--- config.mk ---
export PLATFORM = sky130hd
export DESIGN_NAME = dlps_interp_flat
export DESIGN_NICKNAME = d
export VERILOG_FILES = /design/src/hdl/dlps_pkg.sv /design/src/hdl/dlps_channels.sv /design/src/hdl/dlps_interp.sv /design/src/flat_wrapper.sv
export SDC_FILE = /design/constraint.sdc
export NUM_CORES = 1
export LEC_CHECK = 0
export ABC_AREA = 1
export BUFFER_PORTS_ARGS = -buffer_cell sky130_fd_sc_hd__buf_2
export CAP_MARGIN = 10
export CORE_ASPECT_RATIO = 1.4
export CORE_MARGIN = 10
export CORE_UTILIZATION = 65
export DETAILED_ROUTE_END_ITERATION = 10
export PLACE_DENSITY = 0.83
export SYNTH_ARGS = -nofsm -noshare
export SYNTH_HDL_FRONTEND = slang
export SYNTH_SLANG_ARGS = --single-unit
--- constraint.sdc ---
create_clock -name clock -period 6.5 [get_ports clock]
set_input_delay 0.65 -clock clock [delete_from_list [all_inputs] [get_ports clock]]
set_output_delay 0.65 -clock clock [all_outputs]
set_load 0.03 [all_outputs]
--- src/hdl/dlps_pkg.sv ---
package dlps_pkg;

   localparam int DATA_W       = 24;
   localparam int STEP_W       = 18;
   localparam int MAXD_W       = 12;
   localparam int PHASE_W      = 2;
   localparam int CSR_IDX_W    = 2;
   localparam int CSR_DATA_W   = 18;
   localparam int FRAC_W       = 16;
   localparam int DELAY_W      = 28;
   localparam int WHOLE_W      = DELAY_W - FRAC_W;
   localparam int SUM_W        = DELAY_W + 1;
   localparam int BUFFER_DEPTH = 4096;
   localparam int PIPE_SLOTS   = 5;

   localparam logic [MAXD_W-1:0]  MAX_DELAY_RESET = 12'd2048;
   localparam logic [MAXD_W-1:0]  MAX_DELAY_FLOOR = 12'd3;
   localparam logic [DELAY_W-1:0] MIN_DELAY_FX    = 28'h002_0000;

   // x / 3 == (x * 0xAAAB) >> 17 for any x below 2^16
   localparam logic [15:0]       THIRD_RECIP     = 16'hAAAB;
   localparam int                THIRD_SHIFT     = 17;
   localparam logic [FRAC_W-1:0] FRAC_THIRD      = 16'd21845;
   localparam logic [FRAC_W-1:0] FRAC_TWO_THIRDS = 16'd43690;

   typedef logic signed [DATA_W-1:0] sample_type;

   typedef enum logic [CSR_IDX_W-1:0] {
      CSR_DELAY_STEP  = 2'd0,
      CSR_MAX_DELAY   = 2'd1,
      CSR_START_PHASE = 2'd2
   } csr_idx_type;

   typedef enum logic [PHASE_W-1:0] {
      PHASE_MIN        = 2'd0,
      PHASE_THIRD      = 2'd1,
      PHASE_TWO_THIRDS = 2'd2
   } phase_type;

   typedef struct packed {
      logic              valid;
      logic              wrapped;
      logic              live0;
      logic              live1;
      logic [FRAC_W-1:0] frac;
   } tap_req_type;

endpackage

--- src/hdl/dlps_channels.sv ---


interface dlps_rsp_if;
   logic                 valid;
   logic                 ready;
   dlps_pkg::sample_type sample_out;
   logic                 sweep_wrapped;
   modport source (output valid, output sample_out, output sweep_wrapped, input ready);
   modport sink (input valid, input sample_out, input sweep_wrapped, output ready);
endinterface


--- src/hdl/dlps_interp.sv ---
module dlps_interp (
   input  logic                  clock,
   input  logic                  reset,
   input  dlps_pkg::tap_req_type tap_req,
   output logic                  tap_ready,
   input  dlps_pkg::sample_type  rd_data0,
   input  dlps_pkg::sample_type  rd_data1,
   dlps_rsp_if.source            rsp
);

   localparam int DIFF_W = dlps_pkg::DATA_W + 1;
   localparam int PROD_W = DIFF_W + dlps_pkg::FRAC_W + 1;
   localparam int KEEP_W = dlps_pkg::DATA_W + dlps_pkg::FRAC_W;

   dlps_pkg::tap_req_type            s2_ff;

   logic                             s3_valid_ff;
   logic                             s3_wrapped_ff;
   logic [dlps_pkg::FRAC_W-1:0]      s3_frac_ff;
   dlps_pkg::sample_type             s3_base_ff;
   logic signed [DIFF_W-1:0]         s3_diff_ff;

   logic                             s4_valid_ff;
   logic                             s4_wrapped_ff;
   dlps_pkg::sample_type             s4_base_ff;
   logic signed [KEEP_W-1:0]         s4_prod_ff;

   logic                             out_valid_ff;
   logic                             out_wrapped_ff;
   dlps_pkg::sample_type             out_sample_ff;

   logic                             take2, take3, take4, take_out;
   dlps_pkg::sample_type             tap0, tap1;
   logic signed [DIFF_W-1:0]         diff;
   logic signed [PROD_W-1:0]         prod;

   assign take_out  = !out_valid_ff || rsp.ready;
   assign take4     = !s4_valid_ff || take_out;
   assign take3     = !s3_valid_ff || take4;
   assign take2     = !s2_ff.valid || take3;
   assign tap_ready = take2;

   assign tap0 = s2_ff.live0 ? rd_data0 : '0;
   assign tap1 = s2_ff.live1 ? rd_data1 : '0;
   assign diff = $signed({tap1[dlps_pkg::DATA_W-1], tap1}) -
                 $signed({tap0[dlps_pkg::DATA_W-1], tap0});

   // near*(1-g) + far*g == near + g*(far - near); flooring by the shift
   assign prod = s3_diff_ff * $signed({1'b0, s3_frac_ff});

   always_ff @(posedge clock) begin
      if (reset) begin
         s2_ff        <= '0;
         s3_valid_ff  <= 1'b0;
         s4_valid_ff  <= 1'b0;
         out_valid_ff <= 1'b0;
      end else begin
         if (take2) begin
            s2_ff <= tap_req;
         end
         if (take3) begin
            s3_valid_ff <= s2_ff.valid;
         end
         if (take4) begin
            s4_valid_ff <= s3_valid_ff;
         end
         if (take_out) begin
            out_valid_ff <= s4_valid_ff;
         end
      end
   end

   always_ff @(posedge clock) begin
      if (take3) begin
         s3_wrapped_ff <= s2_ff.wrapped;
         s3_frac_ff    <= s2_ff.frac;
         s3_base_ff    <= tap0;
         s3_diff_ff    <= diff;
      end
      if (take4) begin
         s4_wrapped_ff <= s3_wrapped_ff;
         s4_base_ff    <= s3_base_ff;
         s4_prod_ff    <= prod[KEEP_W-1:0];
      end
      if (take_out) begin
         out_wrapped_ff <= s4_wrapped_ff;
         out_sample_ff  <= s4_base_ff + s4_prod_ff[dlps_pkg::FRAC_W +: dlps_pkg::DATA_W];
      end
   end

   assign rsp.valid         = out_valid_ff;
   assign rsp.sample_out    = out_sample_ff;
   assign rsp.sweep_wrapped = out_wrapped_ff;

endmodule

--- src/flat_wrapper.sv ---
// flat-port wrapper written by rule: the top's interface ports become plain ports
module dlps_interp_flat 
  (clock, reset, tap_req, tap_ready, rd_data0, rd_data1, rsp_valid, rsp_sample_out, rsp_sweep_wrapped, rsp_ready);
  dlps_rsp_if rsp_i ();
  input  logic clock;
  input  logic reset;
  input  dlps_pkg::tap_req_type tap_req;
  output logic tap_ready;
  input  dlps_pkg::sample_type rd_data0;
  input  dlps_pkg::sample_type rd_data1;
  output wire logic [$bits(rsp_i.valid)-1:0] rsp_valid;
  output wire logic [$bits(rsp_i.sample_out)-1:0] rsp_sample_out;
  output wire logic [$bits(rsp_i.sweep_wrapped)-1:0] rsp_sweep_wrapped;
  input wire logic [$bits(rsp_i.ready)-1:0] rsp_ready;
  assign rsp_valid = rsp_i.valid;
  assign rsp_sample_out = rsp_i.sample_out;
  assign rsp_sweep_wrapped = rsp_i.sweep_wrapped;
  assign rsp_i.ready = rsp_ready;
  dlps_interp u_core (.clock(clock), .reset(reset), .tap_req(tap_req), .tap_ready(tap_ready), .rd_data0(rd_data0), .rd_data1(rd_data1), .rsp(rsp_i));
endmodule
# Word-level counts from Yosys, hierarchy flattened
# Index checks and enable logic that the tools add are counted.
# Widths: inputs -> output; s select.
word_totals:
  regBits: 179
  in_bits: 71
  out_inout_bits: 27
  word_cells: 30
classes:
  n_addsub: 2
  n_mul: 1
  n_mux: 2
  n_reduce_logical: 8
op_table:
  columns: ["cell", "n"]
  rows:
  - ["$mux 24", 2]
  - ["$mul 25x17->40", 1]
  - ["$sub 24x24->25", 1]
  - ["$add 24x24->24", 1]
  - ["$logic_not 1->1", 4]
  - ["$logic_or 1x1->1", 4]

# Logic depth before layout (Yosys ltp)
depth:
  depth_word: 5
  ltp_mapped: 31
  ltp_nobuf: 29

# Least setup slack after synthesis
# No wires, ideal clock.
synth_path:
  kind: "reg2reg"
  start: "register u_core.s3_frac_ff[3] (netlist name)"
  end: "register u_core.s4_prod_ff[33] (data pin)"
  setup_time_ns: 0.252
  t_arrival_ns: 5.405
  t_required_ns: 6.248
  setup_slack_ns: 0.843
  path_stages_with_launch: 23
  path_buffers: 2
  synth_period_minus_slack_ns: 5.657
  cell_sequence: "edfxtp_1 clkbuf_1 clkbuf_1 nand2_1 fa_1 fa_1 inv_1 fa_1 fa_1 fa_1 inv_1 fa_1 inv_1 ha_1 nand2_1 nor2_1 inv_2 nor3_1 inv_1 nor3_1 nand2_1 nand3_1 nand2_1"
synth_via:
  elab_chain_len: 1
synth_rtl:
  columns: ["element", "line", "rtl"]
  rows:
  - ["from (decl)", "dlps_interp.sv:19", "logic [dlps_pkg::FRAC_W-1:0] s3_frac_ff;"]
  - ["from (signal assigned)", "dlps_interp.sv:76", "s3_frac_ff <= s2_ff.frac;"]
  - ["$mul 25x17->40", "dlps_interp.sv:49", "assign prod = s3_diff_ff * $signed({1'b0, s3_frac_ff});"]
  - ["named net u_core.prod[33]", "dlps_interp.sv:35", "logic signed [PROD_W-1:0] prod;"]
  - ["to (signal assigned)", "dlps_interp.sv:83", "s4_prod_ff <= prod[KEEP_W-1:0];"]
  - ["to (decl)", "dlps_interp.sv:26", "logic signed [KEEP_W-1:0] s4_prod_ff;"]
# The timed path passes the listed nets, and every way through them passes these cells.
# A chain may end at the register's enable or synchronous reset.

# Worst setup path after layout
layout_path:
  start: "register u_core.s3_frac_ff[8] (netlist name)"
  end: "register u_core.s4_prod_ff[27] (data pin)"
# The elaborated chain is that of the path after synthesis.

==> results.yml <==
routing:
  wl_mm: 64.1
  first_iter_violations: 1557
  via_per_inst: 5.47
  wl_per_cell_um: 18.9
  firstDrtPassIters: 7
  vias: 18590
  drtAntennaViolNets: 0
  route.detailed.drc: 0
clocking:
  cts.hold.buffers_added: 0
  htree_levels: 4
  cts_tree: "done"
  clock_latency_ns: 0.45
  clk_pin_slew_ns: 0.07
  cts_setup_buffers: 0
  cts_made_buffers: 17
  root_buffer: "clkbuf_16"
  clkSinkCount: 163
  cts-resized-gates: 0
  clock_path_buffers: 2
global_routing:
  grt_pass1_vias: 20112
  grt_max_degree: 52
  grt_pass1_wl_mm: 102
  grt_usage_pct: 30.4
  grt.overflow.total: 0
  antenna_found_initial: 0
floorplan:
  chipHeight_um: 243
  core_um2: 35100
  num_io_pins: 98
  rows: 81
  die_x_um: 179
  die_area_um2: 43600
  start_util_pct: 65.9
timing:
  tns_ns: 0
  slew_headroom_pct: 32.7
  period_share_pct: 96.1
  setup_viol: 0
  rsz0062_at_grt: "false"
  hold_viol_final: 0
  slew_viol_final: 0
  max_freq_mhz: 160
  tightest_slew_ns: 1.01
  min_period_ns: 6.25
  fin_skew_ns: 0.0170
synth:
  synth_common_cells: "nand2_1, inv_1, fa_1, ha_1, edfxtp_1"
  ys.flop_type: "edfxtp_1"
  syn-num-nets: 3465
  synth_seq_cells: 163
  synth-seq-area-share_pct: 20.2
  synth_cells: 2872
  synth_edf_count: 140
  ys_types: 43
  netlist_area_um2: 23100
  yosys_warnings: 0
  synth_top_area_cell: "fa_1"
  synth.most_common_cell: "nand2_1"
  ys_async_sr_fraction_pct: 0
  avgSynthCellArea_um2: 8.05
  synth.top_cells.by_area: "fa_1, edfxtp_1, nand2_1"
  yosys.area.top_type_share_pct: 32.8
job:
  maxCapViolCount: 0
placed_design:
  routabilityCongestion: 1.02
  placed_area_um2: 24100
  place.detailed.hpwl_mm: 53.0
  io_buffers: 97
critical_path:
  path_cells: "buf_4 > nand2_1 > fa_1 > inv_1 > fa_1 > inv_1 > fa_1 > inv_1 > fa_1 > fa_1 > inv_1 > fa_1 > inv_1 > ha_1 > nand2_1 > inv_1 > nand2_1 > nor3_1 > nand3_1 > nand2_1 > xor2_1"
  slowest_stage: "edfxtp_1"
  required_ns: 6.72
  critical-path-max-stage-delay_ns: 0.63
  crit_type: "reg2reg"
  end_kind: "flop"
  start_kind: "flop"
  arrival_ns: 6.46
  crit_fanout: 14
run_status:
  outcome: "finished, final reports clean"
final_layout:
  num-nets-final: 3525
  synthToLayoutAreaGrowth_pct: 7.22
  drive_gt1_share_pct: 7.10
  diodes: 0
  final_util_pct: 70.7
  fin_area_um2: 24800
hold_path:
  hold_path.class: "in2reg"
placed cells by master (no fill, tap or decap), types with 3 or more instances in the layout:
| cell type | netlist | layout |
|---|---|---|
| o21ai_1 | 15 | 15 |
| o21ai_0 | 25 | 25 |
| nand4_1 | 11 | 11 |
| nor4_1 | 5 | 5 |
| a31oi_1 | 5 | 5 |
| or2_1 | 3 | 3 |
| dfxtp_1 | 23 | 23 |
| a21oi_1 | 105 | 105 |
| nand2_1 | 811 | 811 |
| inv_1 | 787 | 786 |
| bufinv_16 | 0 | 3 |
| clkinv_1 | 1 | 4 |
| xor2_1 | 38 | 38 |
| nor3_1 | 14 | 14 |
| xnor2_1 | 14 | 14 |
| clkbuf_16 | 0 | 17 |
| buf_2 | 4 | 97 |
| nand2_2 | 3 | 3 |
| nor2_2 | 5 | 5 |
| ha_1 | 143 | 143 |
| inv_2 | 10 | 11 |
| buf_4 | 2 | 47 |
| nor2_1 | 117 | 117 |
| fa_1 | 379 | 379 |
| o21bai_1 | 12 | 12 |
| inv_6 | 0 | 6 |
| edfxtp_1 | 140 | 140 |
| nand3_1 | 61 | 61 |
| a21o_1 | 12 | 12 |
| a21oi_2 | 4 | 4 |
| nor3_2 | 4 | 4 |
path summary, 6_finish.rpt:
check | depth (start not counted) | slack, ns | to | start
setup / recovery | 21 | 0.25 | u_core.s4_prod_ff[27] | u_core.s3_frac_ff[8]
hold / removal | 3 | 0.42 | u_core.s2_ff[19] | tap_req[19]
setup reg to reg | 21 | 0.25 | u_core.s4_prod_ff[27] | u_core.s3_frac_ff[8]
hold reg to reg | 0 | 0.42 | u_core.s4_base_ff[5] | u_core.s3_base_ff[5]
through the flow:
step | setup WS (ns) | std cells | hold WS (ns)
2_1_floorplan | 0.843 | 2872 | 0.400
3_3_place_gp | 0.136 | 3361 | 0.402
3_5_place_dp | 0.125 | 3361 | 0.405
4_1_cts | 0.130 | 3393 | 0.401
5_1_grt | 0.0524 | 3401 | 0.430
6_report | 0.253 | 3401 | 0.416
worst max-delay path: cells and delay by family (launching register included):
family,cells,cell delay (ns)
xor gates and xnor gates,1,0.37
adders and majority gates,7,3.39
buffers and inverters,7,0.72
DFF,1,0.63
and+or+nand+nor,6,0.91
cells by family (layout without fill, tap and decap cells):
group	count (synthesis)	after routing	synth area share (%)
and+or+nand+nor	1043	1043	17.9
DFF	163	163	20.2
buffers and inverters	904	977	14.7
AOI/OAI and AO/OA	188	188	4.60
xor gates and xnor gates	52	52	1.97
adders and majority gates	522	522	40.6
area by class of cell:
class	instances	area, µm²
clock buffer	17	425
clock inverter	15	193
fill	2773	10300
inverter	798	3000
multi-input combinational	1805	15000
sequential	163	4660
tap	456	571
timing repair buffer	147	890
registers in the layout, indices dropped and copies added (netlist names), 16 cells and up:
name                   flops
u_core.s4_base_ff         24
u_core.s3_diff_ff         25
u_core.s3_frac_ff         16
u_core.s4_prod_ff         24
u_core.rsp.sample_out     24
u_core.s3_base_ff         24
u_core.s2_ff              20
per-layer routing:
layer  GRT usage (%)  share of wire (%)  routed length (µm)
met3            4.01                6.6                4230
met2            53.6                 52               33100
met1            33.4                 35               22300
met4            19.1                7.1                4560
met5               0                  0                   0
Power is left out: the tool's default activity adds up to more than one toggle a clock period on the data nets, which glitch-free logic cannot reach.
