[config.mk]
export PLATFORM = sky130hd
export DESIGN_NAME = dlps_ctl_flat
export DESIGN_NICKNAME = d
export VERILOG_FILES = /design/src/hdl/dlps_pkg.sv /design/src/hdl/dlps_channels.sv /design/src/hdl/dlps_ctl.sv /design/src/flat_wrapper.sv
export SDC_FILE = /design/constraint.sdc
export NUM_CORES = 1
export LEC_CHECK = 0
export BUFFER_PORTS_ARGS = -buffer_cell sky130_fd_sc_hd__buf_4
export CORE_UTILIZATION = 55
export CTS_BUF_LIST = sky130_fd_sc_hd__clkbuf_8 sky130_fd_sc_hd__clkbuf_16
export CTS_CLUSTER_SIZE = 30
export DETAILED_ROUTE_END_ITERATION = 16
export GPL_ROUTABILITY_DRIVEN = 0
export PLACE_DENSITY = 0.79
export SLEW_MARGIN = 20
export SYNTH_ARGS = -nofsm -noshare
export SYNTH_HDL_FRONTEND = slang
export SYNTH_SLANG_ARGS = --single-unit
[constraint.sdc]
create_clock -name clock -period 7.3 [get_ports clock]
set_clock_uncertainty 0.05 [all_clocks]
set_input_delay 1.095 -clock clock [delete_from_list [all_inputs] [get_ports clock]]
set_output_delay 1.095 -clock clock [all_outputs]
set_load 0.03 [all_outputs]
[src/hdl/dlps_pkg.sv]
package dlps_pkg;

   localparam int DATA_W       = 24;
   localparam int STEP_W       = 18;
   localparam int MAXD_W       = 12;
   localparam int PHASE_W      = 2;
   localparam int CSR_IDX_W    = 2;
   localparam int CSR_DATA_W   = 18;
   localparam int FRAC_W       = 16;
   localparam int DELAY_W      = 28;
   localparam int WHOLE_W      = DELAY_W - FRAC_W;
   localparam int SUM_W        = DELAY_W + 1;
   localparam int BUFFER_DEPTH = 4096;
   localparam int PIPE_SLOTS   = 5;

   localparam logic [MAXD_W-1:0]  MAX_DELAY_RESET = 12'd2048;
   localparam logic [MAXD_W-1:0]  MAX_DELAY_FLOOR = 12'd3;
   localparam logic [DELAY_W-1:0] MIN_DELAY_FX    = 28'h002_0000;

   // x / 3 == (x * 0xAAAB) >> 17 for any x below 2^16
   localparam logic [15:0]       THIRD_RECIP     = 16'hAAAB;
   localparam int                THIRD_SHIFT     = 17;
   localparam logic [FRAC_W-1:0] FRAC_THIRD      = 16'd21845;
   localparam logic [FRAC_W-1:0] FRAC_TWO_THIRDS = 16'd43690;

   typedef logic signed [DATA_W-1:0] sample_type;

   typedef enum logic [CSR_IDX_W-1:0] {
      CSR_DELAY_STEP  = 2'd0,
      CSR_MAX_DELAY   = 2'd1,
      CSR_START_PHASE = 2'd2
   } csr_idx_type;

   typedef enum logic [PHASE_W-1:0] {
      PHASE_MIN        = 2'd0,
      PHASE_THIRD      = 2'd1,
      PHASE_TWO_THIRDS = 2'd2
   } phase_type;

   typedef struct packed {
      logic              valid;
      logic              wrapped;
      logic              live0;
      logic              live1;
      logic [FRAC_W-1:0] frac;
   } tap_req_type;

endpackage

[src/hdl/dlps_channels.sv]
interface dlps_req_if;
   logic                 valid;
   logic                 ready;
   dlps_pkg::sample_type sample_in;
   modport source (output valid, output sample_in, input ready);
   modport sink (input valid, input sample_in, output ready);
endinterface


interface dlps_csr_if;
   logic                               valid;
   logic                               ready;
   logic [dlps_pkg::CSR_IDX_W-1:0]     index;
   logic [dlps_pkg::CSR_DATA_W-1:0]    data;
   modport source (output valid, output index, output data, input ready);
   modport sink (input valid, input index, input data, output ready);
endinterface

[src/hdl/dlps_ctl.sv]
module dlps_ctl #(
   parameter int  DEPTH = dlps_pkg::BUFFER_DEPTH,
   localparam int AW    = $clog2(DEPTH)
) (
   input  logic                  clock,
   input  logic                  reset,
   dlps_req_if.sink              req,
   dlps_csr_if.sink              csr,
   input  logic                  tap_ready,
   output dlps_pkg::tap_req_type tap_req,
   output logic                  wr_en,
   output logic [AW-1:0]         wr_addr,
   output dlps_pkg::sample_type  wr_data,
   output logic [AW-1:0]         rd_addr0,
   output logic [AW-1:0]         rd_addr1
);

   localparam int EXT_W = (AW > dlps_pkg::WHOLE_W) ? AW : dlps_pkg::WHOLE_W;

   function automatic logic [dlps_pkg::DELAY_W-1:0] start_delay(
      input logic [dlps_pkg::MAXD_W-1:0] max_val,
      input dlps_pkg::phase_type         phase
   );
      logic [dlps_pkg::MAXD_W-1:0]    eff;
      logic [dlps_pkg::MAXD_W:0]      num;
      logic [dlps_pkg::MAXD_W+16:0]   prod;
      logic [dlps_pkg::MAXD_W-1:0]    quo;
      logic [1:0]                     rem;
      logic [dlps_pkg::FRAC_W-1:0]    part;
      logic [dlps_pkg::DELAY_W-1:0]   res;
      eff  = (max_val < dlps_pkg::MAX_DELAY_FLOOR) ? dlps_pkg::MAX_DELAY_FLOOR : max_val;
      num  = (phase == dlps_pkg::PHASE_TWO_THIRDS) ? {eff, 1'b0} : {1'b0, eff};
      prod = num * dlps_pkg::THIRD_RECIP;
      quo  = prod[dlps_pkg::THIRD_SHIFT +: dlps_pkg::MAXD_W];
      rem  = 2'(num - {quo, 1'b0} - {1'b0, quo});
      part = (rem == 2'd1) ? dlps_pkg::FRAC_THIRD :
             (rem == 2'd2) ? dlps_pkg::FRAC_TWO_THIRDS : '0;
      if (phase == dlps_pkg::PHASE_THIRD || phase == dlps_pkg::PHASE_TWO_THIRDS) begin
         res = {quo, part};
      end else begin
         res = dlps_pkg::MIN_DELAY_FX;
      end
      return res;
   endfunction

   logic signed [dlps_pkg::STEP_W-1:0]  step_ff, step_in;
   logic [dlps_pkg::MAXD_W-1:0]         max_ff, max_in;
   dlps_pkg::phase_type                 phase_ff, phase_in;
   logic [dlps_pkg::DELAY_W-1:0]        delay_ff, delay_in;
   logic [AW-1:0]                       wp_ff, wp_in;
   logic                                full_ff, full_in;

   logic                                s1_valid_ff;
   logic [dlps_pkg::WHOLE_W-1:0]        s1_whole_ff;
   logic [dlps_pkg::FRAC_W-1:0]         s1_frac_ff;
   logic                                s1_wrapped_ff;
   logic [AW-1:0]                       s1_wp_ff;
   logic                                s1_full_ff;

   logic                                take1;
   logic                                accept;
   logic                                reload;
   logic [dlps_pkg::MAXD_W-1:0]         eff_max;
   logic [dlps_pkg::DELAY_W-1:0]        max_fx;
   logic signed [dlps_pkg::SUM_W-1:0]   sum;
   logic signed [dlps_pkg::SUM_W-1:0]   min_s;
   logic signed [dlps_pkg::SUM_W-1:0]   max_s;
   logic                                step_pos;
   logic [dlps_pkg::DELAY_W-1:0]        delay_upd;
   logic                                wrapped;
   logic [EXT_W-1:0]                    tap_dist;

   assign take1     = !s1_valid_ff || tap_ready;
   assign req.ready = take1;
   assign accept    = req.valid && take1;
   assign csr.ready = 1'b1;

   assign wr_en   = accept;
   assign wr_addr = wp_ff;
   assign wr_data = req.sample_in;

   // delay update for the incoming request
   assign eff_max  = (max_ff < dlps_pkg::MAX_DELAY_FLOOR) ? dlps_pkg::MAX_DELAY_FLOOR : max_ff;
   assign max_fx   = {eff_max, {dlps_pkg::FRAC_W{1'b0}}};
   assign sum      = $signed({1'b0, delay_ff}) +
                     $signed({{(dlps_pkg::SUM_W - dlps_pkg::STEP_W){step_ff[dlps_pkg::STEP_W-1]}},
                              step_ff});
   assign min_s    = $signed({1'b0, dlps_pkg::MIN_DELAY_FX});
   assign max_s    = $signed({1'b0, max_fx});
   assign step_pos = !step_ff[dlps_pkg::STEP_W-1] && (step_ff != '0);

   always_comb begin
      delay_upd = sum[dlps_pkg::DELAY_W-1:0];
      wrapped   = 1'b0;
      if (!step_pos && sum < min_s) begin
         delay_upd = max_fx;
         wrapped   = 1'b1;
      end else if (step_pos && sum > max_s) begin
         delay_upd = dlps_pkg::MIN_DELAY_FX;
         wrapped   = 1'b1;
      end
   end

   always_comb begin
      step_in  = step_ff;
      max_in   = max_ff;
      phase_in = phase_ff;
      delay_in = delay_ff;
      wp_in    = wp_ff;
      full_in  = full_ff;
      reload   = 1'b0;
      if (accept) begin
         delay_in = delay_upd;
         wp_in    = wp_ff + AW'(1);
         full_in  = full_ff || (wp_ff == '1);
      end
      if (csr.valid) begin
         unique case (dlps_pkg::csr_idx_type'(csr.index))
            dlps_pkg::CSR_DELAY_STEP: begin
               step_in = csr.data[dlps_pkg::STEP_W-1:0];
            end
            dlps_pkg::CSR_MAX_DELAY: begin
               max_in = csr.data[dlps_pkg::MAXD_W-1:0];
               reload = 1'b1;
            end
            dlps_pkg::CSR_START_PHASE: begin
               phase_in = dlps_pkg::phase_type'(csr.data[dlps_pkg::PHASE_W-1:0]);
               reload   = 1'b1;
            end
            default: begin
            end
         endcase
      end
      if (reload) begin
         delay_in = start_delay(max_in, phase_in);
      end
   end

   always_ff @(posedge clock) begin
      if (reset) begin
         step_ff     <= '0;
         max_ff      <= dlps_pkg::MAX_DELAY_RESET;
         phase_ff    <= dlps_pkg::PHASE_MIN;
         delay_ff    <= dlps_pkg::MIN_DELAY_FX;
         wp_ff       <= '0;
         full_ff     <= 1'b0;
         s1_valid_ff <= 1'b0;
      end else begin
         step_ff  <= step_in;
         max_ff   <= max_in;
         phase_ff <= phase_in;
         delay_ff <= delay_in;
         wp_ff    <= wp_in;
         full_ff  <= full_in;
         if (take1) begin
            s1_valid_ff <= accept;
         end
      end
   end

   always_ff @(posedge clock) begin
      if (take1) begin
         s1_whole_ff   <= delay_upd[dlps_pkg::DELAY_W-1:dlps_pkg::FRAC_W];
         s1_frac_ff    <= delay_upd[dlps_pkg::FRAC_W-1:0];
         s1_wrapped_ff <= wrapped;
         s1_wp_ff      <= wp_in;
         s1_full_ff    <= full_in;
      end
   end

   // taps sit behind the advanced write pointer, modulo the store depth
   assign tap_dist = EXT_W'(s1_wp_ff) - EXT_W'(s1_whole_ff);
   assign rd_addr0 = tap_dist[AW-1:0];
   assign rd_addr1 = rd_addr0 - AW'(1);

   // entries never written read as zero
   assign tap_req.valid   = s1_valid_ff;
   assign tap_req.wrapped = s1_wrapped_ff;
   assign tap_req.live0   = s1_full_ff || (rd_addr0 < s1_wp_ff);
   assign tap_req.live1   = s1_full_ff || (rd_addr1 < s1_wp_ff);
   assign tap_req.frac    = s1_frac_ff;

endmodule

[src/flat_wrapper.sv]
// flat-port wrapper written by rule: the top's interface ports become plain ports
module dlps_ctl_flat 
#(
   parameter int  DEPTH = dlps_pkg::BUFFER_DEPTH,
   localparam int AW    = $clog2(DEPTH)
)
  (clock, reset, tap_ready, tap_req, wr_en, wr_addr, wr_data, rd_addr0, rd_addr1, req_valid, req_sample_in, req_ready, csr_valid, csr_index, csr_data, csr_ready);
  dlps_req_if req_i ();
  dlps_csr_if csr_i ();
  input  logic clock;
  input  logic reset;
  input  logic tap_ready;
  output dlps_pkg::tap_req_type tap_req;
  output logic wr_en;
  output logic [AW-1:0] wr_addr;
  output dlps_pkg::sample_type wr_data;
  output logic [AW-1:0] rd_addr0;
  output logic [AW-1:0] rd_addr1;
  input wire logic [$bits(req_i.valid)-1:0] req_valid;
  input wire logic [$bits(req_i.sample_in)-1:0] req_sample_in;
  output wire logic [$bits(req_i.ready)-1:0] req_ready;
  input wire logic [$bits(csr_i.valid)-1:0] csr_valid;
  input wire logic [$bits(csr_i.index)-1:0] csr_index;
  input wire logic [$bits(csr_i.data)-1:0] csr_data;
  output wire logic [$bits(csr_i.ready)-1:0] csr_ready;
  assign req_i.valid = req_valid;
  assign req_i.sample_in = req_sample_in;
  assign req_ready = req_i.ready;
  assign csr_i.valid = csr_valid;
  assign csr_i.index = csr_index;
  assign csr_i.data = csr_data;
  assign csr_ready = csr_i.ready;
  dlps_ctl #(.DEPTH(DEPTH)) u_core (.clock(clock), .reset(reset), .req(req_i), .csr(csr_i), .tap_ready(tap_ready), .tap_req(tap_req), .wr_en(wr_en), .wr_addr(wr_addr), .wr_data(wr_data), .rd_addr0(rd_addr0), .rd_addr1(rd_addr1));
endmodule
* Yosys cells after proc, flatten, opt, wreduce, memory -nomap -nowiden *
Cells that the tools add are included.
Widths: inputs -> output; s select.

cells by class
  reductions and logical operators = 17
  equality and inequality tests = 7
  magnitude comparators = 6
  $add $sub $neg = 6
  multiply operators = 1
  multiplexer cells = 19

operators with widths
  kind                    count
  $mux 28                 5
  $mux 12                 5
  $mux 16                 2
  $add 29x18->29          1
  $gt 29x29->1            1
  $lt 29x19->1 const B    1
  $mul 13x16->29 const B  1
  $lt 12x12->1            2
  $lt 12x2->1 const B     2
  $reduce_bool 18->1      1
  $mux 13                 1
  $add 12x1->12 const B   1
  $eq 12x12->1 const B    1
  $sub 12x1->12 const B   1
  $sub 12x12->12          1
  $eq 2x1->1 const B      3
  $eq 2x2->1 const B      3
  $logic_or 1x1->1        5
  $logic_and 1x1->1       4
  $mux 1                  4
  $mux 2                  2
  $sub 2x2->2             2
  $logic_not 1->1         3
  $logic_not 2->1         1
  3 further kinds         3

word-level totals
  output and inout bits = 83
  flip-flop bits (word level) = 116
  word-level logic and storage cells = 68
  input port bits = 49

* Depth between registers and ports, before layout *
  depth after elaboration = 14
  mapped depth = 30
  gate-level depth less buffers = 29

* Least setup slack after synthesis *
No wires, ideal clock.

  path kind = input to register
  start = input port csr_index[0]
  end = register u_core.delay_ff[11] (netlist bit)
  stages = 29
  slack = -674 ps
  setup time = 148 ps
  data arrival time = 7776 ps
  data required time = 7102 ps
  buffers on the path = 2
  cells stage by stage = inv_1 > ha_1 > nand2_1 > mux2i_1 > ha_1 > clkbuf_1 > buf_1 > mux2i_1 > ha_1 > inv_1 > fa_1 > fa_1 > inv_1 > fa_1 > inv_1 > fa_1 > inv_1 > ha_1 > nand3_1 > nor2_1 > o2111ai_1 > nor3b_1 > xnor2_1 > ha_1 > xor2_1 > xnor2_1 > xnor2_1 > a31oi_1 > a211oi_1

on the way
  word-level cells in the longest chain between the ends = 14
  elaborated cells on any way between the ends = 25
  those cells by class = add/sub (2); mul (1); order compare (1); eq/ne (6); mux (12); reduce/logical (3)

ends and longest elaborated chain
  item                      RTL line            RTL
  start: declaration        flat_wrapper.sv:23  input wire logic [$bits(csr_i.index)-1:0] csr_index;
  $eq 2x1->1                dlps_ctl.sv:118     unique case (dlps_pkg::csr_idx_type'(csr.index))
  $mux 12                   dlps_ctl.sv:118
  $mux 12                   dlps_ctl.sv:117     if (csr.valid) begin
  $lt 12x2->1               dlps_ctl.sv:31      eff = (max_val < dlps_pkg::MAX_DELAY_FLOOR) ? dlps_pkg::MAX_DELAY_FLOOR : max_val;
  $mux 12                   dlps_ctl.sv:31
  $mux 13                   dlps_ctl.sv:32      num = (phase == dlps_pkg::PHASE_TWO_THIRDS) ? {eff, 1'b0} : {1'b0, eff};
  $mul 13x16->29            dlps_ctl.sv:33      prod = num * dlps_pkg::THIRD_RECIP;
  $sub 2x2->2 (2 in a row)  dlps_ctl.sv:35      rem = 2'(num - {quo, 1'b0} - {1'b0, quo});
  $eq 2x2->1                dlps_ctl.sv:37      (rem == 2'd2) ? dlps_pkg::FRAC_TWO_THIRDS : '0;
  $mux 16                   dlps_ctl.sv:37
  $mux 16                   dlps_ctl.sv:36      part = (rem == 2'd1) ? dlps_pkg::FRAC_THIRD :
  $mux 28                   dlps_ctl.sv:38      if (phase == dlps_pkg::PHASE_THIRD || phase == dlps_pkg::PHASE_TWO_THIRDS) begin
  $mux 28                   dlps_ctl.sv:134     if (reload) begin
  end signal: assignment    dlps_ctl.sv:144     delay_ff <= dlps_pkg::MIN_DELAY_FX;
  end signal: assignment    dlps_ctl.sv:152     delay_ff <= delay_in;
  end: declaration          dlps_ctl.sv:49      logic [dlps_pkg::DELAY_W-1:0] delay_ff, delay_in;

Several ways; a longest one is shown, not always the timed one.
A chain may end at the register's enable or synchronous reset.

* Worst setup path after layout *
  start = input port csr_index[0]
  end = register u_core.delay_ff[27] (netlist bit)

on the way
  elaborated cells on any way between the ends = 19
  those cells by class = mul (1); order compare (1); eq/ne (4); mux (10); reduce/logical (3)

RTL lines
  item                    RTL line                        RTL
  $eq 2x2->1 (*)          dlps_ctl.sv:118
  $mux 2 (*)              dlps_ctl.sv:118
  $mux 2 (*)              dlps_ctl.sv:117
  via u_core.phase_in[1]  dlps_ctl.sv:48                  dlps_pkg::phase_type phase_ff, phase_in;
  $eq 2x2->1              dlps_ctl.sv:32, dlps_ctl.sv:38
  $mux 13                 dlps_ctl.sv:32
  $mul 13x16->29          dlps_ctl.sv:33
  $mux 28 (*)             dlps_ctl.sv:38
  $mux 28 (*)             dlps_ctl.sv:134

The timed path passes the listed nets; every way through them passes the cells marked *.

==> metrics.md <==
| Metric | Value |
|---|---|
| Setup CP Type | `primary input to flip-flop` |
| Global route overflow | `0` |
| Cell count after synthesis | `1275` |
| Detailed-route via count | `9840` |
| Row cnt | `51` |
| WL/cell | `17.8 µm` |
| Async set or reset register ratio after synthesis | `0%` |
| Yosys cell types | `80` |
| Nets | `1635` |
| Top FF cell, synth | `dfxtp_1` |
| Clock sinks | `116` |
| Type of the tightest min-delay check | `flip-flop to flip-flop` |
| DR vias/cell | `5.94` |
| Slew Limit Fails | `0` |
| Worst-margin pin slew | `1.13 ns` |
| I/O pins | `132` |
| Pwr per Cell Area | `271 nW/µm²` |
| Slowest cell on crit path | `fa_2` |
| Critical-path maximum fanout | `5` |
| CORE AREA | `19700 µm²` |
| Dpl cells | `1618` |
| Die height | `145 µm` |
| Setup-failing EPs final | `0` |
| Tot Pwr | `3.56 mW` |
| Max_slew headroom | `24.8%` |
| Post-cts hold buffer count | `0` |
| Detail Placement HPWL | `23000 µm` |
| Area grow syn2layout | `17.4%` |
| Crit start category | `primary input` |
| Reg clk slew, reported paths | `0.06 ns` |
| Cell area after synthesis | `11200 µm²` |
| DR pass1 iterations | `5` |
| Clock Latency Late Sink | `0.42 ns` |
| Pre-CTS setup slack | `-0.314 ns` |
| Leak | `6.24 nW` |
| Setup crit end kind | `flip-flop` |
| Synth Warn # | `0` |
| # diodes | `0` |
| Peak per-stage delay on the critical path | `0.59 ns` |
| Design Area, Final | `13100 µm²` |
| Antenna violations before repair | `0` |
| Post-route worst setup slack | `0.187 ns` |
| Critical path arrival | `7.34 ns` |
| Most common cell after layout, fill and taps aside | `inv_1` |
| Post-synthesis register bit count | `116` |
| Max Cap Violations | `0` |
| I/O Buffers | `82` |
| Required time of the critical path | `7.52 ns` |
| Die width | `145 µm` |
| Synthesized area per cell | `8.78 µm²` |
| Die footprint | `20900 µm²` |
| CTS tree | `done` |
| Most frequent cells in the layout | `inv_1 (163), buf_4 (151), ha_1 (150), nand2_1 (96), nor2_1 (90)` |
| Synthesized net count | `1532` |
| CTS buffer count | `17` |
| Largest net degree at the start of global routing | `75` |
| Post-synth EDFFs | `42` |
| Area after DPL | `12400 µm²` |
| Setup TNS | `0 ns` |
| Status | `finished clean` |
| Worst hold slack | `0.455 ns` |
| Wirelength, routed | `29400 µm` |
| Global-route wire length before repair | `46700 µm` |
| Register area share after synthesis | `24.5%` |
| Crit share post-route | `97.4%` |
| Final min period | `7.11 ns` |
| Peak VDD IR | `0.214 mV` |
| Post-route insts no fill | `1656` |
| Max clock buf depth | `2` |
| DRC | `0` |
| Fmax | `141 MHz` |
| Final Hold Fails | `0` |
| Finished Core Util | `66.6%` |
| All-Layer GR Usage | `28.8%` |
| Post-DRT Antenna Nets | `0` |
| H-tree depth | `4` |
| Share of cells above drive strength 1 | `17.2%` |
| Vias in the first global route | `9387` |
| Initial Utilization | `56.8%` |
| Root Driver | `clkbuf_16` |
| First DRT Iteration DRCs | `819` |
## report_power, final
part	switching [mW]	internal (mW)
clock	0.335	0.476
combinational	1.14	0.834
sequential	0.0394	0.740
total	1.51	2.05
## routing by layer
layer	vias up	GRT usage, %	part of all wire, %
met5	-	0	0
met1	4670	38.5	42
met2	410	46.4	47
met4	0	10.5	2.5
met3	64	5.36	8.4
li1	4696	-	-
## worst paths after layout
kind	cells after the start	slack (ns)	endpoint	from
worst max-delay path	29	0.19	u_core.delay_ff[27]	csr_index[0]
worst min-delay path	2	0.46	u_core.delay_ff[15]	u_core.delay_ff[15]
worst max register to register	27	0.72	u_core.delay_ff[0]	u_core.max_ff[9]
worst min register to register	2	0.46	u_core.delay_ff[15]	u_core.delay_ff[15]
## sequential cells by signal, indices dropped and copies added, names as in the netlist
| name | cells |
|---|---|
| u_core.delay_ff | 28 |
| u_core.full_ff | 1 |
| u_core.s1_wrapped_ff | 1 |
| u_core.s1_valid_ff | 1 |
| u_core.wr_addr | 12 |
| u_core.s1_frac_ff | 16 |
| u_core.phase_ff | 2 |
| u_core.step_ff | 18 |
| u_core.s1_whole_ff | 12 |
| u_core.max_ff | 12 |
| u_core.s1_full_ff | 1 |
| u_core.s1_wp_ff | 12 |
## worst max-delay path: cells and delay by family
| family | cells | cell delay [ns] |
|---|---|---|
| xor gates and xnor gates | 1 | 0.15 |
| adders and majority gates | 8 | 3.04 |
| and+or+nand+nor | 2 | 0.23 |
| AOI/OAI and AO/OA | 8 | 1.62 |
| buffers and inverters | 8 | 0.70 |
| muxes | 2 | 0.50 |
## final cells by class
class / instances / area [µm²]
inverters: 166 / 623
fillers: 1519 / 6580
repair buffers: 153 / 1160
clock buffers: 17 / 425
multi-input cells: 924 / 7700
flip-flops and latches: 116 / 2740
well taps: 265 / 332
clock inverters: 15 / 146
## cells by family (layout without fill, tap and decap cells)
logic type / count (synthesis) / after routing / share of synthesized area, %
multiplexers: 25 / 25 / 2.26
AO/OA/AOI/OAI: 278 / 278 / 17.3
flip-flops: 116 / 116 / 24.5
buffers and inverters: 235 / 351 / 9.01
XOR/XNOR: 61 / 61 / 4.77
adder cells (fa/ha/maj): 208 / 208 / 26.7
other: 1 / 1 / 0.0335
AND/OR/NAND/NOR: 351 / 351 / 15.4
## timing repair
| action | CTS | global route |
|---|---|---|
| resized for setup | 0 | 15 |
| setup endpoints to repair | 0 | 18 |
| setup buffers | 0 | 6 |
| endpoints found under the hold margin | 0 | 0 |
## synthesized netlist by cell type, types with 5 or more instances
| cell | n | area share [%] |
|---|---|---|
| o21bai_1 | 5 | 0.34 |
| and2_1 | 5 | 0.28 |
| a211oi_1 | 28 | 1.9 |
| nand2_1 | 97 | 3.3 |
| a311oi_1 | 7 | 0.55 |
| clkbuf_1 | 22 | 0.74 |
| edfxtp_1 | 42 | 11 |
| a21boi_0 | 5 | 0.34 |
| xor2_1 | 26 | 2.0 |
| a31oi_1 | 9 | 0.50 |
| a22o_1 | 9 | 0.70 |
| buf_1 | 5 | 0.17 |
| buf_4 | 27 | 1.8 |
| and3_1 | 22 | 1.2 |
| inv_1 | 166 | 5.6 |
| nand3_1 | 21 | 0.94 |
| fa_1 | 51 | 9.1 |
| nor4_1 | 19 | 1.1 |
| o21ai_0 | 37 | 1.7 |
| ha_1 | 157 | 18 |
| nor2_1 | 90 | 3.0 |
| o31ai_1 | 5 | 0.34 |
| a21oi_1 | 71 | 3.2 |
| nand4_1 | 28 | 1.6 |
| o21a_1 | 18 | 1.2 |
| dfxtp_1 | 74 | 13 |
| xnor2_1 | 35 | 2.7 |
| nor3_1 | 16 | 0.72 |
| mux2i_1 | 23 | 2.1 |
| nor2b_1 | 24 | 1.3 |
| o211ai_1 | 6 | 0.40 |
| buf_2 | 13 | 0.58 |
| a221oi_1 | 6 | 0.47 |
| or3_1 | 5 | 0.28 |
| a21o_1 | 22 | 1.5 |
Note: power is estimated with default switching activity, not from simulation.
